[src/rtl/ntw_pkg.sv]
// shared types, token codes and helper functions for number_to_word_tokens
// no dependencies; imported by the top level

package ntw_pkg;

    localparam int WORD_W          = 6;
    localparam int BIN_W           = 31;
    localparam int BCD_DIGITS      = 10;
    localparam int BCD_W           = 4 * BCD_DIGITS;
    localparam int DAB_STAGES      = 4;
    localparam int STEPS_PER_STAGE = 8;
    localparam int STEPS_LAST      = BIN_W - (DAB_STAGES - 1) * STEPS_PER_STAGE;
    localparam int NUM_GROUPS      = 4;
    localparam int GRP_TOKS        = 5;

    localparam logic [WORD_W-1:0] TOK_EMPTY     = 6'd0;
    localparam logic [WORD_W-1:0] TOK_TEN       = 6'd10;
    localparam logic [WORD_W-1:0] TOK_TENS_BASE = 6'd18;
    localparam logic [WORD_W-1:0] TOK_HUNDRED   = 6'd28;
    localparam logic [WORD_W-1:0] TOK_THOUSAND  = 6'd29;
    localparam logic [WORD_W-1:0] TOK_MILLION   = 6'd30;
    localparam logic [WORD_W-1:0] TOK_BILLION   = 6'd31;
    localparam logic [WORD_W-1:0] TOK_ZERO      = 6'd32;

    typedef struct packed {
        logic [BCD_W-1:0] bcd;
        logic [BIN_W-1:0] bin;
    } dab_t;

    typedef struct packed {
        logic [GRP_TOKS-1:0][WORD_W-1:0] tok;
        logic [2:0]                      cnt;
    } group_t;

    // up to eight shift-and-add-3 steps of binary to bcd conversion
    function automatic dab_t dabble(input dab_t din, input logic [3:0] nsteps);
        dab_t d;
        d = din;
        for (int i = 0; i < STEPS_PER_STAGE; i++) begin
            if (4'(i) < nsteps) begin
                for (int j = 0; j < BCD_DIGITS; j++) begin
                    if (d.bcd[4*j +: 4] >= 4'd5) begin
                        d.bcd[4*j +: 4] = d.bcd[4*j +: 4] + 4'd3;
                    end
                end
                {d.bcd, d.bin} = {d.bcd[BCD_W-2:0], d.bin, 1'b0};
            end
        end
        return d;
    endfunction

    // tokens of one three-digit group, scale word appended when scaled is set and the group is nonzero
    function automatic group_t read_group(input logic [3:0] h, input logic [3:0] t,
                                          input logic [3:0] u, input logic [WORD_W-1:0] scale,
                                          input logic scaled);
        group_t     g;
        logic [2:0] c;
        g.tok = '0;
        c     = '0;
        if (h != 4'd0) begin
            g.tok[c] = {2'b00, h};
            c        = c + 3'd1;
            g.tok[c] = TOK_HUNDRED;
            c        = c + 3'd1;
        end
        if (t >= 4'd2) begin
            g.tok[c] = TOK_TENS_BASE + {2'b00, t};
            c        = c + 3'd1;
            if (u != 4'd0) begin
                g.tok[c] = {2'b00, u};
                c        = c + 3'd1;
            end
        end else if (t != 4'd0 || u != 4'd0) begin
            // one..nineteen
            g.tok[c] = (t[0] ? TOK_TEN : TOK_EMPTY) + {2'b00, u};
            c        = c + 3'd1;
        end
        if (scaled && {h, t, u} != 12'd0) begin
            g.tok[c] = scale;
            c        = c + 3'd1;
        end
        g.cnt = c;
        return g;
    endfunction

    // lowest set bit of a group mask
    function automatic logic [1:0] pick_group(input logic [NUM_GROUPS-1:0] mask);
        logic [1:0] sel;
        sel = '0;
        for (int i = NUM_GROUPS - 1; i >= 0; i--) begin
            if (mask[i]) begin
                sel = 2'(i);
            end
        end
        return sel;
    endfunction

endpackage

[src/rtl/number_to_word_tokens.sv]
// top level of number_to_word_tokens: bcd conversion pipeline and token serializer
// depends on ntw_pkg

// Reads a signed 32-bit number and streams its English reading as word tokens, one
// token per output transfer, with last set on the final token of each number. A
// negative number gives a single empty token, zero gives the single token Zero. The
// number runs through four binary-to-bcd stages and a token serializer, then an output
// register. A number holds the serializer until its last token (of 1 to 16) has been
// emitted; new numbers keep entering the conversion stages meanwhile, and the output
// register lets the next token be formed while the current one is stalled.

module number_to_word_tokens
    import ntw_pkg::*;
(
    input  logic              clk,
    input  logic              rst_n,
    input  logic              value_valid,
    output logic              value_stall,
    input  logic signed [31:0] value,
    output logic              word_valid,
    input  logic              word_stall,
    output logic [WORD_W-1:0] word,
    output logic              last
);

    // conversion stages
    logic               v_reg    [DAB_STAGES];
    dab_t               dab_reg  [DAB_STAGES];
    logic               neg_reg  [DAB_STAGES];
    logic               zero_reg [DAB_STAGES];

    dab_t               din      [DAB_STAGES];
    logic               din_v    [DAB_STAGES];
    logic               din_neg  [DAB_STAGES];
    logic               din_zero [DAB_STAGES];
    logic [DAB_STAGES:0] adv;

    // serializer
    group_t             grp_reg  [NUM_GROUPS];
    group_t             grp_next [NUM_GROUPS];
    logic               ser_valid_reg;
    logic [1:0]         gsel_reg;
    logic [1:0]         gsel_next;
    logic [2:0]         tsel_reg;
    logic [2:0]         tsel_next;
    logic [NUM_GROUPS-1:0] grp_mask;
    logic [NUM_GROUPS-1:0] new_mask;
    logic [NUM_GROUPS-1:0] above;
    logic               end_of_group;
    logic               cur_last;
    logic [WORD_W-1:0]  cur_tok;
    logic               emit;
    logic [BCD_W-1:0]   dig;

    // output register
    logic               word_valid_reg;
    logic [WORD_W-1:0]  word_reg;
    logic               last_reg;
    logic               out_load;

    assign out_load = !word_valid_reg || !word_stall;
    assign emit     = ser_valid_reg && out_load;

    always_comb
    begin
        for (int i = 0; i < NUM_GROUPS; i++) begin
            grp_mask[i] = (grp_reg[i].cnt != 3'd0);
            above[i]    = (2'(i) > gsel_reg);
        end
        cur_tok      = grp_reg[gsel_reg].tok[tsel_reg];
        end_of_group = (tsel_reg == grp_reg[gsel_reg].cnt - 3'd1);
        cur_last     = end_of_group && ((grp_mask & above) == '0);
    end

    // backpressure runs back from the serializer through the conversion stages
    always_comb
    begin
        adv[DAB_STAGES] = !ser_valid_reg || (emit && cur_last);
        for (int k = DAB_STAGES - 1; k >= 0; k--) begin
            adv[k] = !v_reg[k] || adv[k+1];
        end
    end

    assign value_stall = !adv[0];

    always_comb
    begin
        for (int k = 0; k < DAB_STAGES; k++) begin
            if (k == 0) begin
                din[k].bcd  = '0;
                din[k].bin  = value[BIN_W-1:0];
                din_v[k]    = value_valid;
                din_neg[k]  = value[31];
                din_zero[k] = (value == 32'sd0);
            end else begin
                din[k]      = dab_reg[k-1];
                din_v[k]    = v_reg[k-1];
                din_neg[k]  = neg_reg[k-1];
                din_zero[k] = zero_reg[k-1];
            end
        end
    end

    for (genvar k = 0; k < DAB_STAGES; k++) begin : g_dab
        localparam logic [3:0] NSTEPS = (k == DAB_STAGES - 1) ? 4'(STEPS_LAST)
                                                              : 4'(STEPS_PER_STAGE);

        always_ff @(posedge clk or negedge rst_n)
        begin
            if (!rst_n) begin
                v_reg[k] <= 1'b0;
            end else if (adv[k]) begin
                v_reg[k] <= din_v[k];
            end
        end

        always_ff @(posedge clk)
        begin
            if (adv[k] && din_v[k]) begin
                dab_reg[k]  <= dabble(din[k], NSTEPS);
                neg_reg[k]  <= din_neg[k];
                zero_reg[k] <= din_zero[k];
            end
        end
    end

    // token groups of the number leaving the last conversion stage
    always_comb
    begin
        dig         = dab_reg[DAB_STAGES-1].bcd;
        grp_next[0] = read_group(4'd0, 4'd0, dig[39:36], TOK_BILLION, 1'b1);
        grp_next[1] = read_group(dig[35:32], dig[31:28], dig[27:24], TOK_MILLION, 1'b1);
        grp_next[2] = read_group(dig[23:20], dig[19:16], dig[15:12], TOK_THOUSAND, 1'b1);
        grp_next[3] = read_group(dig[11:8], dig[7:4], dig[3:0], TOK_EMPTY, 1'b0);
        if (neg_reg[DAB_STAGES-1] || zero_reg[DAB_STAGES-1]) begin
            for (int i = 0; i < NUM_GROUPS - 1; i++) begin
                grp_next[i] = '0;
            end
            grp_next[3]        = '0;
            grp_next[3].cnt    = 3'd1;
            grp_next[3].tok[0] = neg_reg[DAB_STAGES-1] ? TOK_EMPTY : TOK_ZERO;
        end
        for (int i = 0; i < NUM_GROUPS; i++) begin
            new_mask[i] = (grp_next[i].cnt != 3'd0);
        end
    end

    always_comb
    begin
        gsel_next = gsel_reg;
        tsel_next = tsel_reg;
        if (adv[DAB_STAGES] && v_reg[DAB_STAGES-1]) begin
            gsel_next = pick_group(new_mask);
            tsel_next = '0;
        end else if (emit && end_of_group) begin
            gsel_next = pick_group(grp_mask & above);
            tsel_next = '0;
        end else if (emit) begin
            tsel_next = tsel_reg + 3'd1;
        end
    end

    always_ff @(posedge clk or negedge rst_n)
    begin
        if (!rst_n) begin
            ser_valid_reg <= 1'b0;
            gsel_reg      <= '0;
            tsel_reg      <= '0;
        end else begin
            if (adv[DAB_STAGES]) begin
                ser_valid_reg <= v_reg[DAB_STAGES-1];
            end
            gsel_reg <= gsel_next;
            tsel_reg <= tsel_next;
        end
    end

    always_ff @(posedge clk)
    begin
        if (adv[DAB_STAGES] && v_reg[DAB_STAGES-1]) begin
            for (int i = 0; i < NUM_GROUPS; i++) begin
                grp_reg[i] <= grp_next[i];
            end
        end
    end

    always_ff @(posedge clk or negedge rst_n)
    begin
        if (!rst_n) begin
            word_valid_reg <= 1'b0;
        end else if (out_load) begin
            word_valid_reg <= ser_valid_reg;
        end
    end

    always_ff @(posedge clk)
    begin
        if (emit) begin
            word_reg <= cur_tok;
            last_reg <= cur_last;
        end
    end

    assign word_valid = word_valid_reg;
    assign word       = word_reg;
    assign last       = last_reg;

`ifndef SYNTHESIS
    // serializer never points past the tokens of its group
    a_tsel_in_range: assert property (@(posedge clk) disable iff (!rst_n)
        ser_valid_reg |-> (tsel_reg < grp_reg[gsel_reg].cnt))
        else $error("token index beyond group count");

    // selected group is never an empty one
    a_group_nonempty: assert property (@(posedge clk) disable iff (!rst_n)
        ser_valid_reg |-> (grp_reg[gsel_reg].cnt != 3'd0))
        else $error("serializer on empty group");

    // empty and zero tokens are always marked last
    a_special_last: assert property (@(posedge clk) disable iff (!rst_n)
        word_valid && (word == TOK_EMPTY || word == TOK_ZERO) |-> last)
        else $error("special token not marked last");

    // a token leaving the serializer shows up on the output next cycle
    a_emit_out: assert property (@(posedge clk) disable iff (!rst_n)
        emit |=> (word_valid && word == $past(cur_tok) && last == $past(cur_last)))
        else $error("output register lost a token");
`endif

endmodule

[config.mk]
export PLATFORM = sky130hd
export DESIGN_NAME = number_to_word_tokens
export DESIGN_NICKNAME = d
export VERILOG_FILES = /design/src/rtl/ntw_pkg.sv /design/src/rtl/number_to_word_tokens.sv
export SDC_FILE = /design/constraint.sdc
export NUM_CORES = 1
export LEC_CHECK = 0
export BUFFER_PORTS_ARGS = -buffer_cell sky130_fd_sc_hd__clkbuf_2
export CAP_MARGIN = 10
export CORE_ASPECT_RATIO = 1.2
export CORE_MARGIN = 2
export CORE_UTILIZATION = 25
export DETAILED_ROUTE_END_ITERATION = 16
export MAX_ROUTING_LAYER = met4
export PLACE_DENSITY = 0.41
export SKIP_LAST_GASP = 1
export SLEW_MARGIN = 20
export SYNTH_ARGS = -nofsm -noshare
export SYNTH_HDL_FRONTEND = slang
export SYNTH_SLANG_ARGS = --single-unit
[constraint.sdc]
create_clock -name clk -period 16.73 [get_ports clk]
set_input_delay 1.673 -clock clk [delete_from_list [all_inputs] [get_ports clk]]
set_output_delay 1.673 -clock clk [all_outputs]
set_load 0.01 [all_outputs]
==> results.yml <==
outcome:
  outcome: "finished, final reports clean"
global_route:
  overflow: 0
  grt_pass1_wl_um: 107000
  antenna_found_initial: 0
  grt_max_degree: 46
  grt_pass1_vias: 21800
  track_usage: 0.115
floorplanning:
  core-area_um2: 109000
  die_area_um2: 112000
  die_w_um: 306
  die_h_um: 367
  rows: 133
  ios: 45
  start_util: 0.251
layout:
  area_growth_syn_to_layout_pct: 10.7
  largest_reg_flops: 147
  drive_gt1_frac: 0.105
  nNetsFinal: 3464
  layout_common_cells: "nor2_1 (277), edfxtp_1 (244), nand2_1 (243)"
  layout_commonest_cell: "nor2_1"
  fillers: 11800
  diodes: 0
synth:
  synth_top_flop_cell: "edfxtp_1"
  async_flop_share: 0.0431
  synthSimpleGateAreaFrac: 0.189
  synth_fa_ha_area_frac: 0.105
  yosysUniqueCellTypes: 128
  syn_area_per_cell_um2: 8.59
  ys_ff_latch: 255
  syn_inst: 3191
  synth-compound-area-share: 0.239
  syn_nets: 3455
  synth_area_um2: 27400
  yosys-mux-area-fraction: 0.0946
  synth_edf_count: 244
  synth_xor_xnor_area_share: 0.0445
  ys_seq_area_frac: 0.277
  synth_top_family_by_area: "compound AO/OA/AOI/OAI gates"
  synth-warning-count: 0
job:
  maxCapViolCount: 0
worst_setup_path:
  worstPathRequired_ps: 17040
  worst-setup-path-type: "reg -> reg"
  cp-start-kind: "register"
  reg2reg_depth: 32
  worstPathArrival_ps: 8150
  reg2reg_to: "dab_reg[2][46]$_DFFE_PP_"
  reg2reg_from: "dab_reg[1][40]$_DFFE_PP_"
  slowest_stage: "edfxtp_1"
  end_kind: "register"
  slowest_delay_ps: 420
  r2r_setup_slack_ps: 8890
  critical-path-top-delay-family: "compound AO/OA/AOI/OAI gates"
  cpMostUsedCell: "ha_1"
  cp_max_fo: 14
  path_buf_inv: 4
timing:
  worst_pin_slew_ps: 1030
  rsz0062_at_grt: "no"
  slew_headroom: 0.310
  finalMaxSlewViolations: 0
  timing.final.crit_share: 0.468
  finalCriticalPeriod_ps: 7840
  finalHoldViolations: 0
  fin_tns_setup_ps: 0
  fmaxAchievable_mhz: 128
  finClkSkew_ps: 31.6
  setup_violations: 0
detailed_routing:
  vias: 22700
  wl_per_cell_um: 13.9
  drtIter0Drc: 1135
  routed_via_density: 4.89
  drt_wl_total_um: 64700
  drc: 0
  dr.pass1.iters: 5
  final_antenna_net_count: 0
place:
  finalWeightedCongestion: 0.801
  hpwl_um: 49600
  port_buffers: 44
worst_hold_path:
  min_path_cells: 0
  hold_path_class: "reg -> reg"
  hold_end: "dab_reg[1][25]$_DFFE_PP_"
  min_from: "dab_reg[0][17]$_DFFE_PP_"
cts:
  clkLatencyLatePin_ps: 580
  hold_buffers: 0
  path_clk_slew_ps: 50
  tritoncts: "yes"
  clock_path_buffers: 3
  cts_setup_buffers: 0
  cts_sinks: 255
  cts_resized: 0
  numCtsBuffers: 38
  cts-root-buf: "clkbuf_16"
  htree_levels: 2
layout make-up:
cell class                 instances  area (um^2)  area share
inverter                         250          938      0.0309
tap                             1417         1770      0.0584
multi-input combinational       2586        18500       0.608
sequential                       255         7600       0.250
timing repair buffer              69          408      0.0134
clock inverter                    25          211     0.00696
clock buffer                      45          977      0.0322
Yosys cell counts (11+ instances only):
| cell | count | area share |
|---|---|---|
| a211oi_1 | 30 | 0.0082 |
| o21bai_1 | 21 | 0.0057 |
| ha_1 | 228 | 0.10 |
| inv_1 | 238 | 0.033 |
| mux2i_1 | 138 | 0.050 |
| a22oi_1 | 14 | 0.0038 |
| o21ai_1 | 41 | 0.0075 |
| or2_2 | 14 | 0.0032 |
| o21ai_0 | 179 | 0.033 |
| dfrtp_1 | 11 | 0.010 |
| o21a_1 | 42 | 0.011 |
| nand3_1 | 79 | 0.014 |
| nand3b_1 | 11 | 0.0030 |
| nor2_1 | 277 | 0.038 |
| and3_1 | 25 | 0.0057 |
| clkbuf_1 | 69 | 0.0094 |
| nor4_1 | 28 | 0.0064 |
| a21boi_0 | 17 | 0.0047 |
| nor3_1 | 79 | 0.014 |
| o211ai_1 | 41 | 0.011 |
| nor3b_1 | 23 | 0.0063 |
| edfxtp_1 | 244 | 0.27 |
| a211o_1 | 14 | 0.0045 |
| xnor2_1 | 103 | 0.033 |
| a2bb2oi_1 | 11 | 0.0035 |
| o31ai_1 | 18 | 0.0049 |
| nor2b_1 | 71 | 0.016 |
| buf_2 | 20 | 0.0037 |
| xor2_1 | 22 | 0.0070 |
| mux2_2 | 79 | 0.032 |
| or3_1 | 26 | 0.0059 |
| o22ai_1 | 31 | 0.0071 |
| nand2b_1 | 82 | 0.019 |
| a221oi_1 | 21 | 0.0067 |
| a31oi_1 | 37 | 0.0084 |
| nand2_1 | 243 | 0.033 |
| and2_1 | 31 | 0.0071 |
| a21o_1 | 37 | 0.010 |
| a21oi_1 | 203 | 0.037 |
kinds of logic after synthesis:
family | count (synthesis)
DFF | 255
and+or+nand+nor | 1042
xor gates and xnor gates | 132
AOI/OAI and AO/OA | 946
adders and majority gates | 231
other | 1
buffers and inverters | 350
muxes | 234
metrics by stage:
step,hold WS (ps),worst slack (ps),cells,utilization,area [um^2]
detailed placement,405,8970,4577,0.267,29200
floorplan,400,9950,3191,-,27400
global placement,401,9100,4577,0.267,29200
CTS,417,8950,4647,0.278,30400
finish,417,8890,4647,0.278,30400
global route,427,8150,4647,0.278,30400
routing by layer:
metal | GRT usage | routed length [um] | up-vias
li1 | - | - | 11800
met1 | 0.130 | 28200 | 10600
met2 | 0.211 | 33300 | 211
met3 | 0.0145 | 1530 | 92
met4 | 0.0348 | 1770 | 0
met5 | - | 0 | -
worst register-to-register path, delay by kind of cell (launching register included):
family,cells,cell delay [ps]
buf+inv,4,430
xor+xnor,1,350
flops,1,420
simple gates,8,1940
fa+ha+maj,6,1630
mux,2,410
compound gates,11,2450
how the worst max path moves through the flow:
| stage | depth (start not counted) | slack, ps | end | from |
|---|---|---|---|---|
| 2_1_floorplan | 35 | 9950 | dab_reg[2][42]$_DFFE_PP_ | dab_reg[1][39]$_DFFE_PP_ |
| 3_3_place_gp | 33 | 9100 | dab_reg[2][46]$_DFFE_PP_ | dab_reg[1][39]$_DFFE_PP_ |
| 3_5_place_dp | 32 | 8970 | dab_reg[2][46]$_DFFE_PP_ | dab_reg[1][40]$_DFFE_PP_ |
| 4_1_cts | 32 | 8950 | dab_reg[2][46]$_DFFE_PP_ | dab_reg[1][40]$_DFFE_PP_ |
| 5_1_grt | 33 | 8150 | dab_reg[2][46]$_DFFE_PP_ | dab_reg[1][40]$_DFFE_PP_ |
| 6_report | 32 | 8890 | dab_reg[2][46]$_DFFE_PP_ | dab_reg[1][40]$_DFFE_PP_ |
Power is not shown: default switching activity piles up to over one toggle a cycle in this logic, so the estimate is an artifact.
